==> src/hdl/ofip_pkg.sv <==
// Shared constants, character codes and result types of the face index parser.
package ofip_pkg;

	localparam int INDEX_BITS = 24;
	localparam int VC_W = 24;
	localparam int IDX_W = 25;
	localparam int CALC_W = ((INDEX_BITS > VC_W) ? INDEX_BITS : VC_W) + 2;
	localparam int PROD_W = INDEX_BITS + 4;

	localparam logic [7:0] CH_TAB   = 8'd9;
	localparam logic [7:0] CH_CR    = 8'd13;
	localparam logic [7:0] CH_SPACE = 8'd32;
	localparam logic [7:0] CH_MINUS = 8'd45;
	localparam logic [7:0] CH_DOT   = 8'd46;
	localparam logic [7:0] CH_SLASH = 8'd47;
	localparam logic [7:0] CH_ZERO  = 8'd48;
	localparam logic [7:0] CH_NINE  = 8'd57;

	localparam logic [1:0] LAST_FIELD = 2'd2;

	typedef struct packed {
		logic signed [IDX_W-1:0] v_index;
		logic signed [IDX_W-1:0] t_index;
		logic signed [IDX_W-1:0] n_index;
		logic                    last;
		logic                    overflow;
	} vert_t;

	typedef struct packed {
		logic [1:0] num;
		vert_t      first;
		vert_t      second;
	} push_t;

endpackage

==> src/hdl/ofip_char_if.sv <==
// Request channel that carries one character of a face line.
interface ofip_char_if import ofip_pkg::*; ();
	logic            valid;
	logic            ready;
	logic [7:0]      ch;
	logic            end_of_line;
	logic [VC_W-1:0] vertex_count;

	modport source (output valid, ch, end_of_line, vertex_count, input ready);
	modport sink (input valid, ch, end_of_line, vertex_count, output ready);
endinterface

==> src/hdl/ofip_vert_if.sv <==
// Request channel that carries one parsed face vertex.
interface ofip_vert_if import ofip_pkg::*; ();
	logic                    valid;
	logic                    ready;
	logic signed [IDX_W-1:0] v_index;
	logic signed [IDX_W-1:0] t_index;
	logic signed [IDX_W-1:0] n_index;
	logic                    last;
	logic                    overflow;

	modport source (output valid, v_index, t_index, n_index, last, overflow, input ready);
	modport sink (input valid, v_index, t_index, n_index, last, overflow, output ready);
endinterface

==> src/hdl/obj_face_index_parser_unit.sv <==
// Top level of the face line index parser.
// A completed vertex passes through the input register and the result queue before it is offered.
// Throughput: one character request per cycle while the result consumer keeps up.
// The four-entry result queue stalls the input when fewer than two slots are free.
// Reset clears all token state, the held vertex flag and the result queue at once.
module obj_face_index_parser_unit import ofip_pkg::*; (
	input  logic        clk,
	input  logic        arst_n,
	ofip_char_if.sink   chars,
	ofip_vert_if.source verts
);

	push_t push;
	logic  room;

	ofip_core u_core (
		.clk    (clk),
		.arst_n (arst_n),
		.chars  (chars),
		.room   (room),
		.push   (push)
	);

	ofip_out_fifo u_fifo (
		.clk    (clk),
		.arst_n (arst_n),
		.push   (push),
		.room   (room),
		.verts  (verts)
	);

endmodule

==> src/hdl/ofip_core.sv <==
// Input register and combinational character parser with token state.
module ofip_core import ofip_pkg::*; (
	input  logic          clk,
	input  logic          arst_n,
	ofip_char_if.sink     chars,
	input  logic          room,
	output push_t         push
);

	typedef struct packed {
		logic signed [IDX_W-1:0] r;
		logic                    ovf;
	} fin_t;

	localparam logic signed [CALC_W-1:0] ONE_C    = CALC_W'(1);
	localparam logic signed [CALC_W-1:0] MINUS1_C = '1;
	localparam logic signed [CALC_W-1:0] OUTMAX_C = CALC_W'((64'd1 << VC_W) - 64'd1);
	localparam logic [PROD_W-1:0]        ACCMAX_C = PROD_W'((64'd1 << INDEX_BITS) - 64'd1);
	localparam logic signed [IDX_W-1:0]  NONE_C   = '1;

	logic                    valid_s1;
	logic [7:0]              ch_s1;
	logic                    eol_s1;
	logic [VC_W-1:0]         vc_s1;

	logic [INDEX_BITS-1:0]   acc_q, acc_d;
	logic [1:0]              fpos_q, fpos_d;
	logic                    neg_q, neg_d;
	logic                    digits_q, digits_d;
	logic                    frac_q, frac_d;
	logic                    tok_q, tok_d;
	logic                    ovf_q, ovf_d;
	logic signed [IDX_W-1:0] part_q [3];
	logic signed [IDX_W-1:0] part_d [3];
	vert_t                   held_q, held_d;
	logic                    hv_q, hv_d;
	logic                    adv;

	function automatic fin_t fin_val(input logic [INDEX_BITS-1:0] acc, input logic neg,
			input logic digits, input logic [VC_W-1:0] vc);
		logic signed [CALC_W-1:0] k;
		logic signed [CALC_W-1:0] r;
		fin_t                     f;
		k = signed'(CALC_W'(acc));
		if (neg) begin
			k = -k;
		end
		r = k - ONE_C;
		if (r[CALC_W-1]) begin
			r = r + signed'(CALC_W'(vc)) + ONE_C;
		end
		f.ovf = 1'b0;
		if (r < MINUS1_C) begin
			r = MINUS1_C;
		end
		if (r > OUTMAX_C) begin
			r = OUTMAX_C;
			f.ovf = 1'b1;
		end
		f.r = r[IDX_W-1:0];
		if (!digits) begin
			f.r = NONE_C;
			f.ovf = 1'b0;
		end
		return f;
	endfunction

	assign chars.ready = !valid_s1 || room;
	assign adv = valid_s1 && room;

	always_comb begin
		logic              sp;
		logic              e0;
		logic              e1;
		vert_t             v0;
		vert_t             v1;
		fin_t              fin;
		logic [PROD_W-1:0] prod;
		acc_d = acc_q;
		fpos_d = fpos_q;
		neg_d = neg_q;
		digits_d = digits_q;
		frac_d = frac_q;
		tok_d = tok_q;
		ovf_d = ovf_q;
		part_d = part_q;
		held_d = held_q;
		hv_d = hv_q;
		e0 = 1'b0;
		e1 = 1'b0;
		v0 = held_q;
		v0.last = 1'b0;
		sp = (ch_s1 == CH_SPACE) || (ch_s1 inside {[CH_TAB:CH_CR]});
		prod = PROD_W'({acc_q, 3'b000}) + PROD_W'({acc_q, 1'b0}) + PROD_W'(ch_s1 - CH_ZERO);
		fin = fin_val(acc_q, neg_q, digits_q, vc_s1);

		if (!sp) begin
			if (!tok_q) begin
				if (hv_q) begin
					e0 = 1'b1;
					hv_d = 1'b0;
				end
				tok_d = 1'b1;
			end
			if (fpos_q <= LAST_FIELD) begin
				if (ch_s1 inside {[CH_ZERO:CH_NINE]}) begin
					if (!frac_q) begin
						if (prod > ACCMAX_C) begin
							acc_d = '1;
							ovf_d = 1'b1;
						end else begin
							acc_d = prod[INDEX_BITS-1:0];
						end
					end
					digits_d = 1'b1;
				end else if (ch_s1 == CH_MINUS) begin
					if (!digits_q && !frac_q) begin
						neg_d = 1'b1;
					end
				end else if (ch_s1 == CH_DOT) begin
					frac_d = 1'b1;
				end else if (ch_s1 == CH_SLASH) begin
					part_d[fpos_q] = fin.r;
					ovf_d = ovf_d | fin.ovf;
					acc_d = '0;
					neg_d = 1'b0;
					digits_d = 1'b0;
					frac_d = 1'b0;
					fpos_d = fpos_q + 2'd1;
				end
			end
		end

		if (tok_d && (sp || eol_s1)) begin
			fin = fin_val(acc_d, neg_d, digits_d, vc_s1);
			if (fpos_d <= LAST_FIELD) begin
				part_d[fpos_d] = fin.r;
				ovf_d = ovf_d | fin.ovf;
			end
			held_d.v_index = part_d[0];
			held_d.t_index = part_d[1];
			held_d.n_index = part_d[2];
			held_d.overflow = ovf_d;
			held_d.last = 1'b0;
			hv_d = 1'b1;
			acc_d = '0;
			neg_d = 1'b0;
			digits_d = 1'b0;
			frac_d = 1'b0;
			fpos_d = '0;
			tok_d = 1'b0;
			ovf_d = 1'b0;
			part_d[0] = NONE_C;
			part_d[1] = NONE_C;
			part_d[2] = NONE_C;
		end

		v1 = held_d;
		v1.last = 1'b1;
		if (eol_s1) begin
			if (hv_d) begin
				e1 = 1'b1;
				hv_d = 1'b0;
			end
			acc_d = '0;
			neg_d = 1'b0;
			digits_d = 1'b0;
			frac_d = 1'b0;
			fpos_d = '0;
			tok_d = 1'b0;
			ovf_d = 1'b0;
			part_d[0] = NONE_C;
			part_d[1] = NONE_C;
			part_d[2] = NONE_C;
		end

		push.num = 2'({1'b0, e0 & adv} + {1'b0, e1 & adv});
		push.first = e0 ? v0 : v1;
		push.second = v1;
	end

	always_ff @(posedge clk or negedge arst_n) begin
		if (!arst_n) begin
			valid_s1 <= 1'b0;
		end else if (chars.ready) begin
			valid_s1 <= chars.valid;
		end
	end

	always_ff @(posedge clk) begin
		if (chars.valid && chars.ready) begin
			ch_s1 <= chars.ch;
			eol_s1 <= chars.end_of_line;
			vc_s1 <= chars.vertex_count;
		end
	end

	always_ff @(posedge clk or negedge arst_n) begin
		if (!arst_n) begin
			acc_q <= '0;
			fpos_q <= '0;
			neg_q <= 1'b0;
			digits_q <= 1'b0;
			frac_q <= 1'b0;
			tok_q <= 1'b0;
			ovf_q <= 1'b0;
			part_q[0] <= NONE_C;
			part_q[1] <= NONE_C;
			part_q[2] <= NONE_C;
			hv_q <= 1'b0;
		end else if (adv) begin
			acc_q <= acc_d;
			fpos_q <= fpos_d;
			neg_q <= neg_d;
			digits_q <= digits_d;
			frac_q <= frac_d;
			tok_q <= tok_d;
			ovf_q <= ovf_d;
			part_q <= part_d;
			hv_q <= hv_d;
		end
	end

	always_ff @(posedge clk) begin
		if (adv) begin
			held_q <= held_d;
		end
	end

endmodule

==> src/hdl/ofip_out_fifo.sv <==
// Four-entry result queue that takes up to two vertices per cycle.
module ofip_out_fifo import ofip_pkg::*; (
	input  logic          clk,
	input  logic          arst_n,
	input  push_t         push,
	output logic          room,
	ofip_vert_if.source   verts
);

	vert_t      mem_q [4];
	logic [1:0] wr_q;
	logic [1:0] rd_q;
	logic [2:0] cnt_q;
	logic       pop;

	assign room = cnt_q <= 3'd2;
	assign pop = verts.valid && verts.ready;
	assign verts.valid = cnt_q != 3'd0;
	assign verts.v_index = mem_q[rd_q].v_index;
	assign verts.t_index = mem_q[rd_q].t_index;
	assign verts.n_index = mem_q[rd_q].n_index;
	assign verts.last = mem_q[rd_q].last;
	assign verts.overflow = mem_q[rd_q].overflow;

	always_ff @(posedge clk) begin
		if (push.num != 2'd0) begin
			mem_q[wr_q] <= push.first;
		end
		if (push.num == 2'd2) begin
			mem_q[wr_q + 2'd1] <= push.second;
		end
	end

	always_ff @(posedge clk or negedge arst_n) begin
		if (!arst_n) begin
			wr_q <= '0;
			rd_q <= '0;
			cnt_q <= '0;
		end else begin
			wr_q <= wr_q + push.num;
			rd_q <= rd_q + {1'b0, pop};
			cnt_q <= cnt_q + {1'b0, push.num} - {2'b00, pop};
		end
	end

endmodule
==> src/flat_wrapper.sv <==
// flat-port wrapper written by rule: the top's interface ports become plain ports
module obj_face_index_parser_unit_flat import ofip_pkg::*;
  (clk, arst_n, chars_valid, chars_ch, chars_end_of_line, chars_vertex_count, chars_ready, verts_valid, verts_v_index, verts_t_index, verts_n_index, verts_last, verts_overflow, verts_ready);
  ofip_char_if chars_i ();
  ofip_vert_if verts_i ();
  input  logic clk;
  input  logic arst_n;
  input wire logic [$bits(chars_i.valid)-1:0] chars_valid;
  input wire logic [$bits(chars_i.ch)-1:0] chars_ch;
  input wire logic [$bits(chars_i.end_of_line)-1:0] chars_end_of_line;
  input wire logic [$bits(chars_i.vertex_count)-1:0] chars_vertex_count;
  output wire logic [$bits(chars_i.ready)-1:0] chars_ready;
  output wire logic [$bits(verts_i.valid)-1:0] verts_valid;
  output wire logic [$bits(verts_i.v_index)-1:0] verts_v_index;
  output wire logic [$bits(verts_i.t_index)-1:0] verts_t_index;
  output wire logic [$bits(verts_i.n_index)-1:0] verts_n_index;
  output wire logic [$bits(verts_i.last)-1:0] verts_last;
  output wire logic [$bits(verts_i.overflow)-1:0] verts_overflow;
  input wire logic [$bits(verts_i.ready)-1:0] verts_ready;
  assign chars_i.valid = chars_valid;
  assign chars_i.ch = chars_ch;
  assign chars_i.end_of_line = chars_end_of_line;
  assign chars_i.vertex_count = chars_vertex_count;
  assign chars_ready = chars_i.ready;
  assign verts_valid = verts_i.valid;
  assign verts_v_index = verts_i.v_index;
  assign verts_t_index = verts_i.t_index;
  assign verts_n_index = verts_i.n_index;
  assign verts_last = verts_i.last;
  assign verts_overflow = verts_i.overflow;
  assign verts_i.ready = verts_ready;
  obj_face_index_parser_unit u_core (.clk(clk), .arst_n(arst_n), .chars(chars_i), .verts(verts_i));
endmodule
==> config.mk <==
export PLATFORM = sky130hd
export DESIGN_NAME = obj_face_index_parser_unit_flat
export DESIGN_NICKNAME = d
export VERILOG_FILES = /design/src/hdl/ofip_pkg.sv /design/src/hdl/ofip_char_if.sv /design/src/hdl/ofip_vert_if.sv /design/src/hdl/obj_face_index_parser_unit.sv /design/src/hdl/ofip_core.sv /design/src/hdl/ofip_out_fifo.sv /design/src/flat_wrapper.sv
export SDC_FILE = /design/constraint.sdc
export NUM_CORES = 1
export LEC_CHECK = 0
export ABC_AREA = 1
export BUFFER_PORTS_ARGS = -buffer_cell sky130_fd_sc_hd__buf_2
export CAP_MARGIN = 20
export CORE_ASPECT_RATIO = 1.2
export CORE_UTILIZATION = 35
export DETAILED_ROUTE_END_ITERATION = 8
export MAX_ROUTING_LAYER = met4
export PLACE_DENSITY = 0.61
export SLEW_MARGIN = 20
export SYNTH_ARGS = -nofsm -noshare
export SYNTH_HDL_FRONTEND = slang
export SYNTH_SLANG_ARGS = --single-unit
==> constraint.sdc <==
create_clock -name clk -period 12.47 [get_ports clk]
set_clock_uncertainty 0.1 [all_clocks]
set_input_delay 1.8705 -clock clk [delete_from_list [all_inputs] [get_ports clk]]
set_output_delay 1.8705 -clock clk [all_outputs]
set_load 0.03 [all_outputs]
==> impl_metrics.yaml <==
worst_hold_path:
  timing.hold.worst.class: "flip-flop to flip-flop"
die:
  io_pins: 116
  dieHeight_um: 355
  core.rowCount: 129
  core-area_um2: 103000
  die_w_um: 297
  initial_core_util_pct: 35.3
  die_area_um2: 105000
placed_design:
  count_of_buffers_inserted_at_the_top_level_ports: 115
  placement.cell_area_um2: 38100
  global_placement_routability_congestion: 0.937
  hpwlAfterDp_um: 81400
worst_setup_path:
  critical_setup_path_kind: "flip-flop to flip-flop"
  crit_path_top_delay_cell: "sky130_fd_sc_hd__ha_1"
  critical_path_required_ns: 12.88
  timing.critical_path.slowest_cell_delay_ns: 0.88
  worst-endpoint-arrival_ns: 11.59
  critPathMostFrequentCell: "sky130_fd_sc_hd__nand2_1"
  critical_path.startpoint_type: "flip-flop"
  endpoint_kind: "flip-flop"
  path_max_fanout: 73
detailed_routing:
  routed-via-count: 33126
  drtAntennaViolNets: 0
  routedWlPerCell_um: 19.6
  drtPass1Iterations: 7
  routed_via_density: 5.36
  drt_first_iter_violations: 3123
  route.detailed.drc: 0
  total_detailed_routing_wirelength_um: 121000
outcome:
  run_status: "complete, no violations"
clocking:
  clock_sink_count: 532
  holdBufCountCts: 0
  clk-insertion-delay-late_ns: 0.65
  cts_tree: "yes"
  cts-htree-levels: 2
  path_clk_slew_ns: 0.06
  cts.repair_timing.setup_buffer_count: 0
  root_buffer: "sky130_fd_sc_hd__clkbuf_16"
  cts-buffers-inserted: 60
  cts_repair_resize_count: 0
  clock_path_buffers: 3
logic_synthesis:
  syn_avg_cell_area_um2: 7.64
  netlist_top_cells_count: "sky130_fd_sc_hd__nand2_1, sky130_fd_sc_hd__nand3_1, sky130_fd_sc_hd__edfxtp_1"
  dominantRegCellSynth: "sky130_fd_sc_hd__edfxtp_1"
  synth-edff-count: 413
  synth.yosys.seq_area_share_pct: 42.4
  mapped_cells: 4770
  synthDistinctLibCells: 57
  synthesis.yosys.warnings: 0
  yosys.cell_count.top_type: "sky130_fd_sc_hd__nand2_1"
  yosys.area.top_type_share_pct: 34.0
  synth_top_cells_by_area: "sky130_fd_sc_hd__edfxtp_1, sky130_fd_sc_hd__nand2_1, sky130_fd_sc_hd__nand3_1"
  ys_ff_latch: 532
  netlist.top_cell.by_area: "sky130_fd_sc_hd__edfxtp_1"
  async_flop_share_pct: 21.6
  post_synth_instance_area_um2: 36400
  syn_nets: 4930
pwr:
  power_frac_seq_pct: 21.1
  switchingPower_mw: 6.39
  power_density_nw_per_um2: 293
  max-vdd-ir-drop_uv: 378
  cellInternalPower_mw: 5.37
  total_power_mw: 11.8
  leakagePower_nw: 17.7
  share_clk_of_total_power_pct: 15.6
  power_switching_share_pct: 54.3
  comb_power_share_pct: 63.3
finish:
  antennaDiodeCount: 0
  final_cell_area_um2: 40100
  areaGrowthSynthToFinish_pct: 10.2
  final.fill_count: 10515
  finish.net_count: 4912
  layout-drive-gt1-share_pct: 12.9
grt:
  grt_pass1_wl_um: 185000
  pin_count_of_the_biggest_net_entering_global_routing: 94
  first_global_vias: 31377
  grt_remaining_overflow: 0
  grt_antenna_before_repair: 0
  globalRouteTotalUtil_pct: 23.3
sta:
  layout_worst_path_cycle_share_pct: 89.6
  final-hold-violation-count: 0
  final-setup-viol-count: 0
  final_critical_period_ns: 11.17
  max_slew.worst_pin.slew_ns: 1.06
  max_clock_freq_mhz: 89.5
  worst_hold_slack_ns: 0.384
  timing_max_transition_violations_final: 0
  unrepaired_setup_endpoints_after_global_routing: "false"
  setup_tns_ns: 0
  slew-limit-headroom_pct: 29.1
run:
  maxCapViolCount: 0
-- worst paths after layout --
path | cells past startpoint | slack (ns) | startpoint | end
hold reg to reg | 2 | 0.38 | u_core.u_fifo.mem_q[2][1]$_SDFFE_PP1P_ | u_core.u_fifo.mem_q[2][1]$_SDFFE_PP1P_
max in group asynchronous | 2 | 10.27 | arst_n | u_core.u_core.acc_q[23]$_DFFE_PN0P_
setup / recovery | 56 | 1.30 | u_core.u_core.ch_s1[5]$_DFFE_PP_ | u_core.u_fifo.mem_q[1][0]$_DFFE_PP_
setup reg to reg | 56 | 1.30 | u_core.u_core.ch_s1[5]$_DFFE_PP_ | u_core.u_fifo.mem_q[1][0]$_DFFE_PP_
min in group asynchronous | 1 | 0.95 | arst_n | u_core.u_core.acc_q[15]$_DFFE_PN0P_
hold / removal | 2 | 0.38 | u_core.u_fifo.mem_q[2][1]$_SDFFE_PP1P_ | u_core.u_fifo.mem_q[2][1]$_SDFFE_PP1P_
-- power by group through the flow --
stage / registers, mW / logic, mW / clock network [mW]
3_5_place_dp: 2.51 / 7.36 / 0
5_1_grt: 2.51 / 8.12 / 1.93
2_1_floorplan: 2.42 / 5.45 / 0
3_3_place_gp: 2.50 / 7.28 / 0
4_1_cts: 2.48 / 7.37 / 1.86
6_report: 2.48 / 7.45 / 1.83
-- area by class of cell --
type / count / area [um^2] / area share [%]
Multi-Input combinational cell: 3588 / 18500 / 46.1
Inverter: 407 / 1530 / 3.82
Sequential cell: 532 / 15500 / 38.5
Clock inverter: 32 / 394 / 0.982
Clock buffer: 81 / 1610 / 4.01
Tap cell: 1375 / 1720 / 4.29
Timing Repair Buffer: 163 / 938 / 2.34
-- through the flow --
| step | cells | utilization, % | setup slack [ns] |
|---|---|---|---|
| 2_1_floorplan | 4770 | - | 2.47 |
| 3_3_place_gp | 6065 | 37.0 | 1.57 |
| 3_5_place_dp | 6065 | 37.0 | 1.41 |
| 4_1_cts | 6178 | 38.9 | 1.39 |
| 5_1_grt | 6178 | 38.9 | 0.133 |
| 6_report | 6178 | 38.9 | 1.30 |
-- per-layer routing --
metal  up-vias  GRT usage [%]  share of wire, %
met5         -              -                 0
met4         0           10.8               4.7
met3       288           2.87               6.1
met2      1217           40.0                50
met1     15638           27.0                39
li1      15983              -                 -
-- cells in the final DEF (no fill, tap or decap), types with 41 or more instances in the layout --
cell type	netlist	routed
sky130_fd_sc_hd__buf_2	19	114
sky130_fd_sc_hd__xnor2_1	41	41
sky130_fd_sc_hd__ha_1	97	97
sky130_fd_sc_hd__nor2_1	338	331
sky130_fd_sc_hd__nand2_2	58	59
sky130_fd_sc_hd__dfstp_2	75	75
sky130_fd_sc_hd__edfxtp_1	413	413
sky130_fd_sc_hd__nand2_1	1485	1484
sky130_fd_sc_hd__xor2_1	81	81
sky130_fd_sc_hd__o22ai_1	167	167
sky130_fd_sc_hd__nand4_1	122	122
sky130_fd_sc_hd__clkbuf_16	0	60
sky130_fd_sc_hd__or2_2	90	86
sky130_fd_sc_hd__o21ai_0	258	258
sky130_fd_sc_hd__buf_4	5	49
sky130_fd_sc_hd__a21oi_1	120	120
sky130_fd_sc_hd__inv_1	359	355
sky130_fd_sc_hd__nand3_1	447	447
sky130_fd_sc_hd__o21ai_1	69	68
-- critical path: cells and delay by family (launching register included) --
kind | cells | cell delay [ns]
buffers and inverters | 7 | 1.21
AOI/OAI and AO/OA | 13 | 2.71
xor gates and xnor gates | 1 | 0.19
adders and majority gates | 7 | 2.89
and+or+nand+nor | 28 | 3.43
DFF | 1 | 0.43
-- state kept, by name, indices dropped and copies added (netlist names), 2 cells and up --
name	flops
u_core.u_core.fpos_q	2
u_core.u_core.part_q	75
u_core.u_fifo.mem_q	308
u_core.u_fifo.cnt_q	3
u_core.u_core.held_q	76
u_core.u_fifo.wr_q	2
u_core.u_core.ch_s1	8
u_core.u_fifo.rd_q	2
u_core.u_core.vc_s1	24
u_core.u_core.acc_q	24
-- cell families (layout without fill, tap and decap cells) --
| logic type | count (synthesis) | count (layout) | synth area share (%) |
|---|---|---|---|
| xor+xnor | 124 | 124 | 3.02 |
| fa+ha+maj | 123 | 123 | 4.76 |
| compound gates | 668 | 668 | 10.2 |
| flops | 532 | 532 | 42.4 |
| buf+inv | 650 | 683 | 7.08 |
| simple gates | 2672 | 2672 | 32.5 |
| mux | 1 | 1 | 0.0275 |
No activity file was read; power rests on OpenSTA's default activity.
